**config.mk**
```make
export PLATFORM = sky130hd
export DESIGN_NAME = bba_ctrl
export DESIGN_NICKNAME = d
export VERILOG_FILES = /design/src/rtl/core/bba_pkg.sv /design/src/rtl/core/bba_ctrl.sv
export SDC_FILE = /design/constraint.sdc
export NUM_CORES = 1
export LEC_CHECK = 0
export BUFFER_PORTS_ARGS = -buffer_cell sky130_fd_sc_hd__clkbuf_2
export CORE_MARGIN = 1.5
export CORE_UTILIZATION = 25
export CTS_CLUSTER_DIAMETER = 30
export DETAILED_ROUTE_END_ITERATION = 16
export SYNTH_ARGS = -nofsm -noshare
export SYNTH_HDL_FRONTEND = slang
export SYNTH_SLANG_ARGS = --single-unit
```
**constraint.sdc**
```tcl
create_clock -name clk -period 2.14 [get_ports clk]
set_input_delay 0 -clock clk [delete_from_list [all_inputs] [get_ports clk]]
set_output_delay 0 -clock clk [all_outputs]
set_load 0.02 [all_outputs]
```
**src/rtl/core/bba_pkg.sv**
```systemverilog
package bba_pkg;

  // Fixed field widths of the request, response and configuration words.
  localparam int IDX_W     = 14;
  localparam int CNT_W     = 15;
  localparam int CFG_W     = 15;
  localparam int CFG_IDX_W = 1;

  // Defaults for the top-level parameters.
  localparam int MAX_BLOCKS_DEF    = 16384;
  localparam int MAP_WORD_BITS_DEF = 64;

  // Register reset values.
  localparam logic [CFG_W-1:0] TOTAL_RESET    = 15'd16384;
  localparam logic [CFG_W-1:0] RESERVED_RESET = 15'd0;

  typedef enum logic [2:0] {
    ACT_READ   = 3'd0,
    ACT_WRITE  = 3'd1,
    ACT_ALLOC  = 3'd2,
    ACT_FREE   = 3'd3,
    ACT_FORMAT = 3'd4
  } action_t;

  typedef enum logic [1:0] {
    STS_OK           = 2'd0,
    STS_NO_FREE      = 2'd1,
    STS_OUT_OF_RANGE = 2'd2
  } status_t;

  typedef enum logic [CFG_IDX_W-1:0] {
    REG_TOTAL    = 1'b0,
    REG_RESERVED = 1'b1
  } cfg_reg_t;

  typedef struct packed {
    action_t            action;
    logic [IDX_W-1:0]   block_index;
    logic               bit_value;
  } req_word_t;

  typedef struct packed {
    logic [IDX_W-1:0]   result_block;
    logic               read_value;
    logic [CNT_W-1:0]   free_left;
    status_t            status;
  } rsp_word_t;

  typedef enum logic [3:0] {
    S_INIT,
    S_IDLE,
    S_DECODE,
    S_DIV,
    S_RDREQ,
    S_RMW,
    S_SCAN,
    S_GROUP,
    S_BIT,
    S_AWRITE,
    S_FORMAT,
    S_DONE
  } ctl_state_t;

  // Commands from the controller to the datapath.
  typedef struct packed {
    logic take;
    logic set_oor;
    logic set_nofree;
    logic div;
    logic rd_req;
    logic rmw;
    logic scan_start;
    logic scan_step;
    logic hit_load;
    logic group;
    logic bit_find;
    logic awrite;
    logic sweep_start;
    logic sweep;
    logic fmt_count;
    logic load_out;
  } cmd_t;

  // Status from the datapath to the controller.
  typedef struct packed {
    action_t action;
    logic    idx_oor;
    logic    count_zero;
    logic    scan_hit;
    logic    scan_end;
    logic    sweep_last;
    logic    out_free;
  } sts_t;

endpackage

```
**src/rtl/core/bba_ctrl.sv**
```systemverilog
module bba_ctrl (
  input  logic           clk,
  input  logic           rst,
  input  logic           req_valid,
  output logic           req_stall,
  input  bba_pkg::sts_t  sts,
  output bba_pkg::cmd_t  cmd
);

  bba_pkg::ctl_state_t state;
  bba_pkg::ctl_state_t state_next;

  always_ff @(posedge clk) begin
    if (rst) begin
      state <= bba_pkg::S_INIT;
    end else begin
      state <= state_next;
    end
  end

  always_comb begin
    state_next = state;
    unique case (state)
      bba_pkg::S_INIT: begin
        if (sts.sweep_last) state_next = bba_pkg::S_IDLE;
      end
      bba_pkg::S_IDLE: begin
        if (req_valid) state_next = bba_pkg::S_DECODE;
      end
      bba_pkg::S_DECODE: begin
        unique case (sts.action) inside
          bba_pkg::ACT_READ, bba_pkg::ACT_WRITE, bba_pkg::ACT_FREE: begin
            state_next = sts.idx_oor ? bba_pkg::S_DONE : bba_pkg::S_DIV;
          end
          bba_pkg::ACT_ALLOC: begin
            state_next = sts.count_zero ? bba_pkg::S_DONE : bba_pkg::S_SCAN;
          end
          bba_pkg::ACT_FORMAT: begin
            state_next = bba_pkg::S_FORMAT;
          end
          default: begin
            state_next = bba_pkg::S_DONE;
          end
        endcase
      end
      bba_pkg::S_DIV:    state_next = bba_pkg::S_RDREQ;
      bba_pkg::S_RDREQ:  state_next = bba_pkg::S_RMW;
      bba_pkg::S_RMW:    state_next = bba_pkg::S_DONE;
      bba_pkg::S_SCAN: begin
        if (sts.scan_hit) begin
          state_next = bba_pkg::S_GROUP;
        end else if (sts.scan_end) begin
          state_next = bba_pkg::S_DONE;
        end
      end
      bba_pkg::S_GROUP:  state_next = bba_pkg::S_BIT;
      bba_pkg::S_BIT:    state_next = bba_pkg::S_AWRITE;
      bba_pkg::S_AWRITE: state_next = bba_pkg::S_DONE;
      bba_pkg::S_FORMAT: begin
        if (sts.sweep_last) state_next = bba_pkg::S_DONE;
      end
      bba_pkg::S_DONE: begin
        if (sts.out_free) state_next = bba_pkg::S_IDLE;
      end
      default: state_next = bba_pkg::S_INIT;
    endcase
  end

  always_comb begin
    cmd       = '0;
    req_stall = (state != bba_pkg::S_IDLE);
    unique case (state)
      bba_pkg::S_INIT: begin
        cmd.sweep = 1'b1;
      end
      bba_pkg::S_IDLE: begin
        cmd.take = req_valid;
      end
      bba_pkg::S_DECODE: begin
        unique case (sts.action) inside
          bba_pkg::ACT_READ, bba_pkg::ACT_WRITE, bba_pkg::ACT_FREE: begin
            cmd.set_oor = sts.idx_oor;
          end
          bba_pkg::ACT_ALLOC: begin
            cmd.set_nofree = sts.count_zero;
            cmd.scan_start = !sts.count_zero;
          end
          bba_pkg::ACT_FORMAT: begin
            cmd.sweep_start = 1'b1;
          end
          default: begin
          end
        endcase
      end
      bba_pkg::S_DIV:    cmd.div = 1'b1;
      bba_pkg::S_RDREQ:  cmd.rd_req = 1'b1;
      bba_pkg::S_RMW:    cmd.rmw = 1'b1;
      bba_pkg::S_SCAN: begin
        if (sts.scan_hit) begin
          cmd.hit_load = 1'b1;
        end else if (sts.scan_end) begin
          cmd.set_nofree = 1'b1;
        end else begin
          cmd.scan_step = 1'b1;
        end
      end
      bba_pkg::S_GROUP:  cmd.group = 1'b1;
      bba_pkg::S_BIT:    cmd.bit_find = 1'b1;
      bba_pkg::S_AWRITE: cmd.awrite = 1'b1;
      bba_pkg::S_FORMAT: begin
        cmd.sweep     = 1'b1;
        cmd.fmt_count = sts.sweep_last;
      end
      bba_pkg::S_DONE: begin
        cmd.load_out = sts.out_free;
      end
      default: begin
      end
    endcase
  end

endmodule

```
# After elaboration in Yosys (flattened, before gate mapping)
# Cells that the tools add are included.
# totals
reg_bits	4
in_bits	12
# classes
eq_ne	21
muxes	34
n_reduce_logical	7
# ops
operator	n
case mux 4 bit (11 select lines)	1
2-to-1 mux 4 bit	8
2-to-1 mux 1 bit	22
== test 4 x 3 -> 1 bit (second input constant)	4
== test 4 bit (second input constant)	4
case mux 4 bit (3 select lines)	1
== test 4 x 2 -> 1 bit (second input constant)	2
!= test 2 bit (second input constant)	4
== test 3 x 2 -> 1 bit (second input constant)	2
AND reduction 5 bit	1
== test 4 x 1 -> 1 bit (second input constant)	1
zero test 4 bit	1
!= test 4 x 1 -> 1 bit (second input constant)	1
OR reduction 2 bit	2
== test 3 x 1 -> 1 bit (second input constant)	1
== test 3 bit (second input constant)	1
zero test 3 bit	1
!= test 3 bit (second input constant)	1
OR reduction 3 bit	1
2-to-1 mux 2 bit	1
case mux 1 bit (2 select lines)	1
zero test 1 bit	1

# Longest topological paths before layout
# Gate-level depths: netlist (run 1).
# logic_depth
ltp_word	4
ltp_mapped	5
ltp_nobuf	4

# Worst setup path after synthesis (run 1)
# OpenSTA, ideal clock, no wires.
# synth_timing
path_type	reg-to-reg
from	register state[0]
to	register state[2]
arrival_ns	1.507
required_time_ns	2.081
slack_ns	0.574
stages_incl_launch_ff	5
path_buffers	1
period_less_slack_ns	1.566
path_cell_list	dfxtp_1 > buf_6 > or4_4 > nor3_2 > o21ba_1
# synth_via
elab_chain_cells	3
word_cells_on_any_way	20
# synth_rtl
element	line	rtl
start, declared	bba_ctrl.sv:10	bba_pkg::ctl_state_t state;
start signal, assigned	bba_ctrl.sv:15	state <= bba_pkg::S_INIT;
start signal, assigned	bba_ctrl.sv:17	state <= state_next;
== test 4 bit, or another cell as far along	bba_ctrl.sv:23	unique case (state)
OR reduction 2 bit (no source line), or another cell as far along	--	
case mux 4 bit (11 select lines) / AND reduction 5 bit (equally long branches)	--	
# Several ways; a longest one is shown, not always the timed one.
# A chain may end at the register's enable or synchronous reset.

==> results of run 1 <==
[power breakdown]
part	switching [mW]	internal [mW]
logic	0.121	0.0957
clock network	0.0320	0.0628
registers	0.0449	0.0867
total	0.198	0.245
[cell families after synthesis]
group | synth area share
DFF | 0.148
muxes | 0.0185
xor gates and xnor gates | 0.0162
and+or+nand+nor | 0.470
buffers and inverters | 0.0926
AOI/OAI and AO/OA | 0.255
[worst reg2reg max path, cell delays in order, from the launching register on]
cell	delay (ps)
dfxtp_1	620
nand2b_1	190
or4_4	460
nor3_2	260
o21ba_1	170
[layout by cell type, fill, tap and decap left out, types with 2 or more instances in the layout]
cell type  instances
nor3_1             6
nor2b_1            3
inv_1              2
and3b_1            2
dfxtp_1            4
nand2b_1           5
nand2_1            7
nor2_1            10
clkbuf_2          28
nand4_1            2
a21oi_1            4
or3_1              2
clkbuf_4           3
[how the worst max path moves through the flow]
| stage | from | to | depth (start not counted) | slack, ps |
|---|---|---|---|---|
| 6_report | state[1] | cmd[9] | 4 | 160 |
| 5_1_grt | state[1] | cmd[9] | 4 | 100 |
| 4_1_cts | state[1] | cmd[9] | 4 | 190 |
| 3_5_place_dp | state[1] | state[2] | 4 | 440 |
| 3_3_place_gp | state[1] | state[2] | 4 | 450 |
| 2_1_floorplan | state[0] | state[2] | 4 | 570 |
[through the flow]
step | hold WS (ps) | setup WS (ps) | total power [mW] | instance area [um^2] | std cells
2_1_floorplan | 55.2 | 574 | 0.292 | 541 | 77
3_3_place_gp | 209 | 450 | 0.346 | 683 | 127
3_5_place_dp | 211 | 436 | 0.346 | 683 | 127
4_1_cts | 115 | 190 | 0.446 | 716 | 131
5_1_grt | 143 | 100 | 0.474 | 716 | 131
6_report | 120 | 159 | 0.443 | 716 | 131
[area by class of cell]
class,count,area [um^2],share of cell area
Clock buffer,3,22.5,0.0315
Inverter,3,11.3,0.0157
Multi-Input combinational cell,64,410,0.573
Sequential cell,4,80.1,0.112
Tap cell,27,33.8,0.0472
Timing Repair Buffer,30,158,0.220
[per-layer routing]
metal,vias up,global-route usage,routed length [um]
met5,-,0,0
met4,0,0.0278,0
met3,0,0.00303,46
met2,14,0.207,681
met1,285,0.142,729
li1,346,-,-
==> impl_metrics.toml, run 1 <==
[finish]
max_flop_register = "state"
utilization = 0.358
n_fill_cell = 240
reg.largest.list = "state: 4 flops"
fin_nets = 118
n_antenna_cell = 0
drive_gt1_frac = 0.356
syn_to_final_growth_pct = 32.4
largest_register_ffs = 4

[critical_path]
cp_cell_sequence = "nand2b_1, or4_4, nor3_2, clkbuf_2"
crit_path_top_delay_cell = "dfxtp_1"
worst-setup-path-type = "reg -> out"
crit_buf_inv = 1
cp-start-kind = "register"
cp_max_fo = 16
rr_startpoint = "state[1]"
arrival_ps = 1980
crit_family = "simple AND/OR/NAND/NOR gates"
r2r_slack_ps = 390
r2r_cells = 4
reg2reg_to = "state[2]"
cp-end-kind = "output port"
critPathMaxStageDelay_ps = 620
cp_data_required_time_ps = 2140

[hold_path]
hold_start = "sts[1]"
holdPathEnd = "state[3]"
hold_class = "in -> reg"
hold_depth = 4

[clocking]
clk_pin_slew_ps = 40
htree_levels = 1
clock_sinks = 4
cts_buffers = 3
cts_tree = "yes"
postCtsSetupBuffers = 0
cts-resized-gates = 0
root_buffer = "clkbuf_4"
clock_latency_ps = 230
clock_path_buffers = 2
ctsHoldBuffers = 1

[grt]
grt-ovfl-total = 0
antenna_found_initial = 0
grtUsageTotal = 0.112
grt_max_degree = 20
grt_pass1_wl_um = 2260
grt_pass1_vias = 545

[synth]
synth_edf_count = 0
netlist_top_cells_area = "dfxtp_1 15%, nor2_1 6.9%, nand2b_1 5.8%"
yosysTopAreaCell = "dfxtp_1"
netlist.area_leader.share = 0.148
ys_ff_latch = 4
syn_inst = 77
synthFlopType = "dfxtp_1"
synth_fp_nets = 89
synth.distinct_cells = 38
ys_async_sr_fraction = 0
synth_area_um2 = 541
yosysMostFrequentCell = "nor2_1"
synthTopCellsByCount = "10 x nor2_1, 7 x nand2_1, 6 x nor3_1, 5 x nand2b_1"
yosysWarnings = 0
avgSynthCellArea_um2 = 7.02
seq_area_frac_synth = 0.148

[power]
leakagePower_nw = 0.342
power_density_nw_per_um2 = 619
ir_worst_vdd_uv = 233

[floorplan]
design.core.area_um2 = 2000
top_level_ports = 29
die_w_um = 49.5
rows = 16
start_util = 0.270
die_y_um = 49.5
dieArea_um2 = 2450

[timing]
worst_pin_slew_ps = 571
setup-tns-final_ps = 0
rsz0062_at_grt = "false"
finalSetupViolCount = 0
hold_viol = 0
min_period_ps = 1980
fin_crit_sh = 0.926
slew_viol_final = 0
max_clock_freq_mhz = 505
max_slew_margin = 0.619
finClkSkew_ps = 1.19

[detailed_routing]
firstDrtPassIters = 4
dr.first_iter.drc_count = 10
drc = 0
antenna_left = 0
wl_um = 1460
vias = 645
viasPerCell = 4.92
post_drt_wl_per_cell_um = 11.1

[outcome]
status = "completed"

[placement]
dp_hpwl_um = 1140
gp_congestion = 0.785
port_buffers = 28

[run]
max_cap_violations = 0
Power figures use the tool's default switching activity.
==> run 2: changes to the inputs <==
- CELL_PAD_IN_SITES_DETAIL_PLACEMENT: not set -> 1
- CELL_PAD_IN_SITES_GLOBAL_PLACEMENT: not set -> 2
- CORE_UTILIZATION: 25 -> 23
- PLACE_DENSITY_LB_ADDON: not set -> 0.1
==> impl_metrics.toml, run 2 (same netlist as run 1, synthesis figures left out) <==
[outcome]
status = "completed"

[finish]
mostFrequentLayoutCells = "28 x clkbuf_2, 10 x nor2_1, 7 x nand2_1, 6 x nor3_1, 5 x nand2b_1"
syn_to_final_growth_pct = 35.4
largest_register_ffs = 4
final_common_cell = "clkbuf_2"
reg.largest.list = "state: 4 flops"
max_flop_register = "state"
instances_no_fill = 134
n_antenna_cell = 0
fin_nets = 120
drive_gt1_frac = 0.368
finalInstanceArea_um2 = 732

[timing]
finalSetupViolCount = 0
rsz0062_at_grt = "false"
hold_ws_ps = 124
fin_crit_sh = 0.865
max_clock_freq_mhz = 540
slew_viol_final = 0
max_slew_margin = 0.654
hold_viol = 0
setup-tns-final_ps = 0
worst_pin_slew_ps = 518
finClkSkew_ps = 8.77
min_period_ps = 1850

[detailed_routing]
wl_um = 1760
vias = 690
firstDrtPassIters = 4
post_drt_wl_per_cell_um = 13.1
drc = 0
antenna_left = 0
viasPerCell = 5.15
dr.first_iter.drc_count = 4

[critical_path]
cp_data_required_time_ps = 2140
critPathMaxStageDelay_ps = 460
crit_buf_inv = 1
worst-setup-path-type = "reg -> out"
crit_family = "simple AND/OR/NAND/NOR gates"
cp_max_fo = 14
arrival_ps = 1850
crit_path_top_delay_cell = "or4_4"
r2r_slack_ps = 440
cp-end-kind = "output port"
cp-start-kind = "register"
cp_cell_sequence = "nand2b_1, or4_4, nor3_2, clkbuf_2"

[power]
p_int_mw = 0.252
comb_power_share = 0.519
leakagePower_nw = 0.353
p_sw_mw = 0.206
swShare = 0.450
power_density_nw_per_um2 = 625
sequentialPowerShare = 0.273
ir_worst_vdd_uv = 279
clkPwrFrac = 0.208

[floorplan]
die_y_um = 51.5
rows = 17
start_util = 0.244
design.core.area_um2 = 2210
dieArea_um2 = 2650
top_level_ports = 29
die_w_um = 51.5

[clocking]
cts_buffers = 3
clock_sinks = 4
clock_latency_ps = 240
clock_path_buffers = 2
cts_tree = "yes"
root_buffer = "clkbuf_4"
htree_levels = 1
clk_pin_slew_ps = 40

[grt]
grt_pass1_wl_um = 2880
grt_pass1_vias = 647
use_met2 = 0.224
grt_max_degree = 17
grtUsageTotal = 0.139
antenna_found_initial = 0
grt-ovfl-total = 0
grt.busiest_layer = "met2"
grt_use_met3 = 0.00877
grt_use_met1 = 0.198

[placement]
dp.cells = 130
gp_congestion = 0.728
place_area_um2 = 699
port_buffers = 28
dp_hpwl_um = 1390

[hold_path]
hold_class = "in -> reg"

[run]
max_cap_violations = 0
-- run 2: power by group through the flow --
stage	Sequential (mW)	Clock [mW]	Combinational, mW
finish	0.125	0.0953	0.237
CTS	0.125	0.0991	0.240
floorplan	0.0968	0	0.195
global placement	0.126	0	0.237
detailed placement	0.126	0	0.238
global route	0.130	0.104	0.261
-- run 2: timing repair --
| action | in CTS | in global routing |
|---|---|---|
| gates resized for setup | 0 | 0 |
| hold buffers | 1 | 0 |
| buffers inserted | 0 | 0 |
| endpoints found under the hold margin | 2 | 0 |
-- run 2: worst paths after layout --
path / startpoint / to / cells after the start
max: state[2] / cmd[9] / 4
min: sts[0] / state[3] / 4
max reg2reg: state[2] / state[1] / 4
min reg2reg: state[3] / state[0] / 2
-- run 2: worst reg2reg max path, stage by stage (launching register included) --
cell and delay (ps):
dfxtp_1 600, nand4bb_1 230, o32a_1 390, a41o_1 270, a211oi_2 130
-- run 2: stage by stage --
step,power (mW),setup WS [ps],utilization
final,0.458,289,0.331
after global routing,0.495,190,0.331
after CTS,0.465,282,0.331
after detailed placement,0.364,442,0.316
after global placement,0.363,535,0.316
after floorplan,0.292,574,-
-- run 2: area by class of cell --
cell class | instances | area, um^2
inverters | 3 | 11.3
flip-flops and latches | 4 | 80.1
fillers | 299 | 1480
well taps | 28 | 35.0
multi-input cells | 64 | 410
clock buffers | 3 | 22.5
repair buffers | 32 | 173
-- run 2: metal layers --
metal  vias up  share of wire
li1        346              -
met1       321           0.50
met2        21           0.45
met3         2          0.047
met4         0         0.0097
met5         -              0
==> run 3: changes to the inputs <==
--- a/constraint.sdc
+++ b/constraint.sdc
@@ -3,2 +3,2 @@
 set_output_delay 0 -clock clk [all_outputs]
-set_load 0.02 [all_outputs]
+set_load 0.005 [all_outputs]
==> impl_metrics.toml, run 3 (same netlist as run 1, synthesis figures left out) <==
[outcome]
status = "completed"

[critical_path]
cp-end-kind = "output port"
crit_buf_inv = 1
critPathMaxStageDelay_ps = 460
cp_max_fo = 14
worst-setup-path-type = "reg -> out"
crit_family = "simple AND/OR/NAND/NOR gates"
cp_cell_sequence = "nand2b_1, or4_4, nor3_2, clkbuf_2"
arrival_ps = 1780
crit_path_top_delay_cell = "or4_4"
cp-start-kind = "register"
cp_data_required_time_ps = 2140

[power]
ir_worst_vdd_uv = 351
leakagePower_nw = 0.347
power_density_nw_per_um2 = 589

[finish]
n_fill_cell = 309
syn_to_final_growth_pct = 34.0
largest_register_ffs = 4
final_common_cell = "clkbuf_2"
mostFrequentLayoutCells = "28 x clkbuf_2, 10 x nor2_1, 7 x nand2_1, 6 x nor3_1, 5 x nand2b_1"
drive_gt1_frac = 0.362
reg.largest.list = "state: 4 flops"
fin_nets = 119
n_antenna_cell = 0
max_flop_register = "state"
utilization = 0.327

[timing]
min_period_ps = 1780
finalSetupViolCount = 0
rsz0062_at_grt = "false"
finClkSkew_ps = 0.434
max_clock_freq_mhz = 562
worst_pin_slew_ps = 632
setup-tns-final_ps = 0
max_slew_margin = 0.578
slew_viol_final = 0
fin_crit_sh = 0.831
hold_viol = 0

[detailed_routing]
wl_um = 1700
antenna_left = 0
dr.first_iter.drc_count = 5
firstDrtPassIters = 3
viasPerCell = 5.04
post_drt_wl_per_cell_um = 12.8
drc = 0
vias = 670

[clocking]
cts_buffers = 3
clock_path_buffers = 2
htree_levels = 1
cts-resized-gates = 0
cts_tree = "yes"
root_buffer = "clkbuf_4"
clk_pin_slew_ps = 40
clock_sinks = 4
clock_latency_ps = 240

[placement]
dp_hpwl_um = 1340
gp_congestion = 0.684
port_buffers = 28

[floorplan]
die_w_um = 51.5
dieArea_um2 = 2650
start_util = 0.244
rows = 17
design.core.area_um2 = 2210
die_y_um = 51.5
top_level_ports = 29

[grt]
grtUsageTotal = 0.140
grt_pass1_wl_um = 2930
antenna_found_initial = 0
grt_max_degree = 20
grt_pass1_vias = 605
grt-ovfl-total = 0

[run]
max_cap_violations = 0

[hold_path]
hold_class = "in -> reg"
[run 3: power breakdown]
part,leakage (nW),internal [mW],total [mW],switching (mW)
Combinational,0.301,0.0997,0.202,0.102
Sequential,0.0327,0.0867,0.129,0.0420
Clock,0.0138,0.0629,0.0957,0.0328
Total,0.347,0.249,0.427,0.177
[run 3: cell type report]
type / count / area [um^2] / area share
Timing Repair Buffer: 31 / 165 / 0.228
Multi-Input combinational cell: 64 / 410 / 0.566
Inverter: 3 / 11.3 / 0.0155
Sequential cell: 4 / 80.1 / 0.111
Clock buffer: 3 / 22.5 / 0.0311
Tap cell: 28 / 35.0 / 0.0484
[run 3: worst min-delay path, stage by stage]
cell	delay (ps)
clkbuf_2	90
nand2_1	60
nand4_1	90
a21oi_1	60
[run 3: per-stage QoR]
step	worst slack [ps]	total power, mW	instances	area [um^2]	hold WS (ps)
2_1_floorplan	732	0.264	77	541	28.1
4_1_cts	341	0.433	133	724	121
6_report	361	0.427	133	724	123
3_5_place_dp	452	0.334	129	692	220
5_1_grt	281	0.464	133	724	179
3_3_place_gp	500	0.333	129	692	216
[run 3: worst paths after layout]
path | startpoint | to | slack (ps) | cells after the start
worst min-delay path | sts[0] | state[3] | 120 | 4
worst max register to register | state[3] | state[1] | 450 | 4
worst min register to register | state[1] | state[1] | 700 | 2
worst max-delay path | state[2] | cmd[9] | 360 | 4
[run 3: what timing repair did]
action                                 in CTS  in global routing
endpoints found under the hold margin       2                  0
setup buffers                               0                  0
hold buffers                                1                  0
[run 3: per-layer routing]
layer / vias up / routed length (um) / global-route usage
met5: - / 0 / 0
met4: 0 / 17 / 0.0395
met3: 2 / 73 / 0.00877
met2: 19 / 754 / 0.205
met1: 309 / 860 / 0.216
li1: 340 / - / -
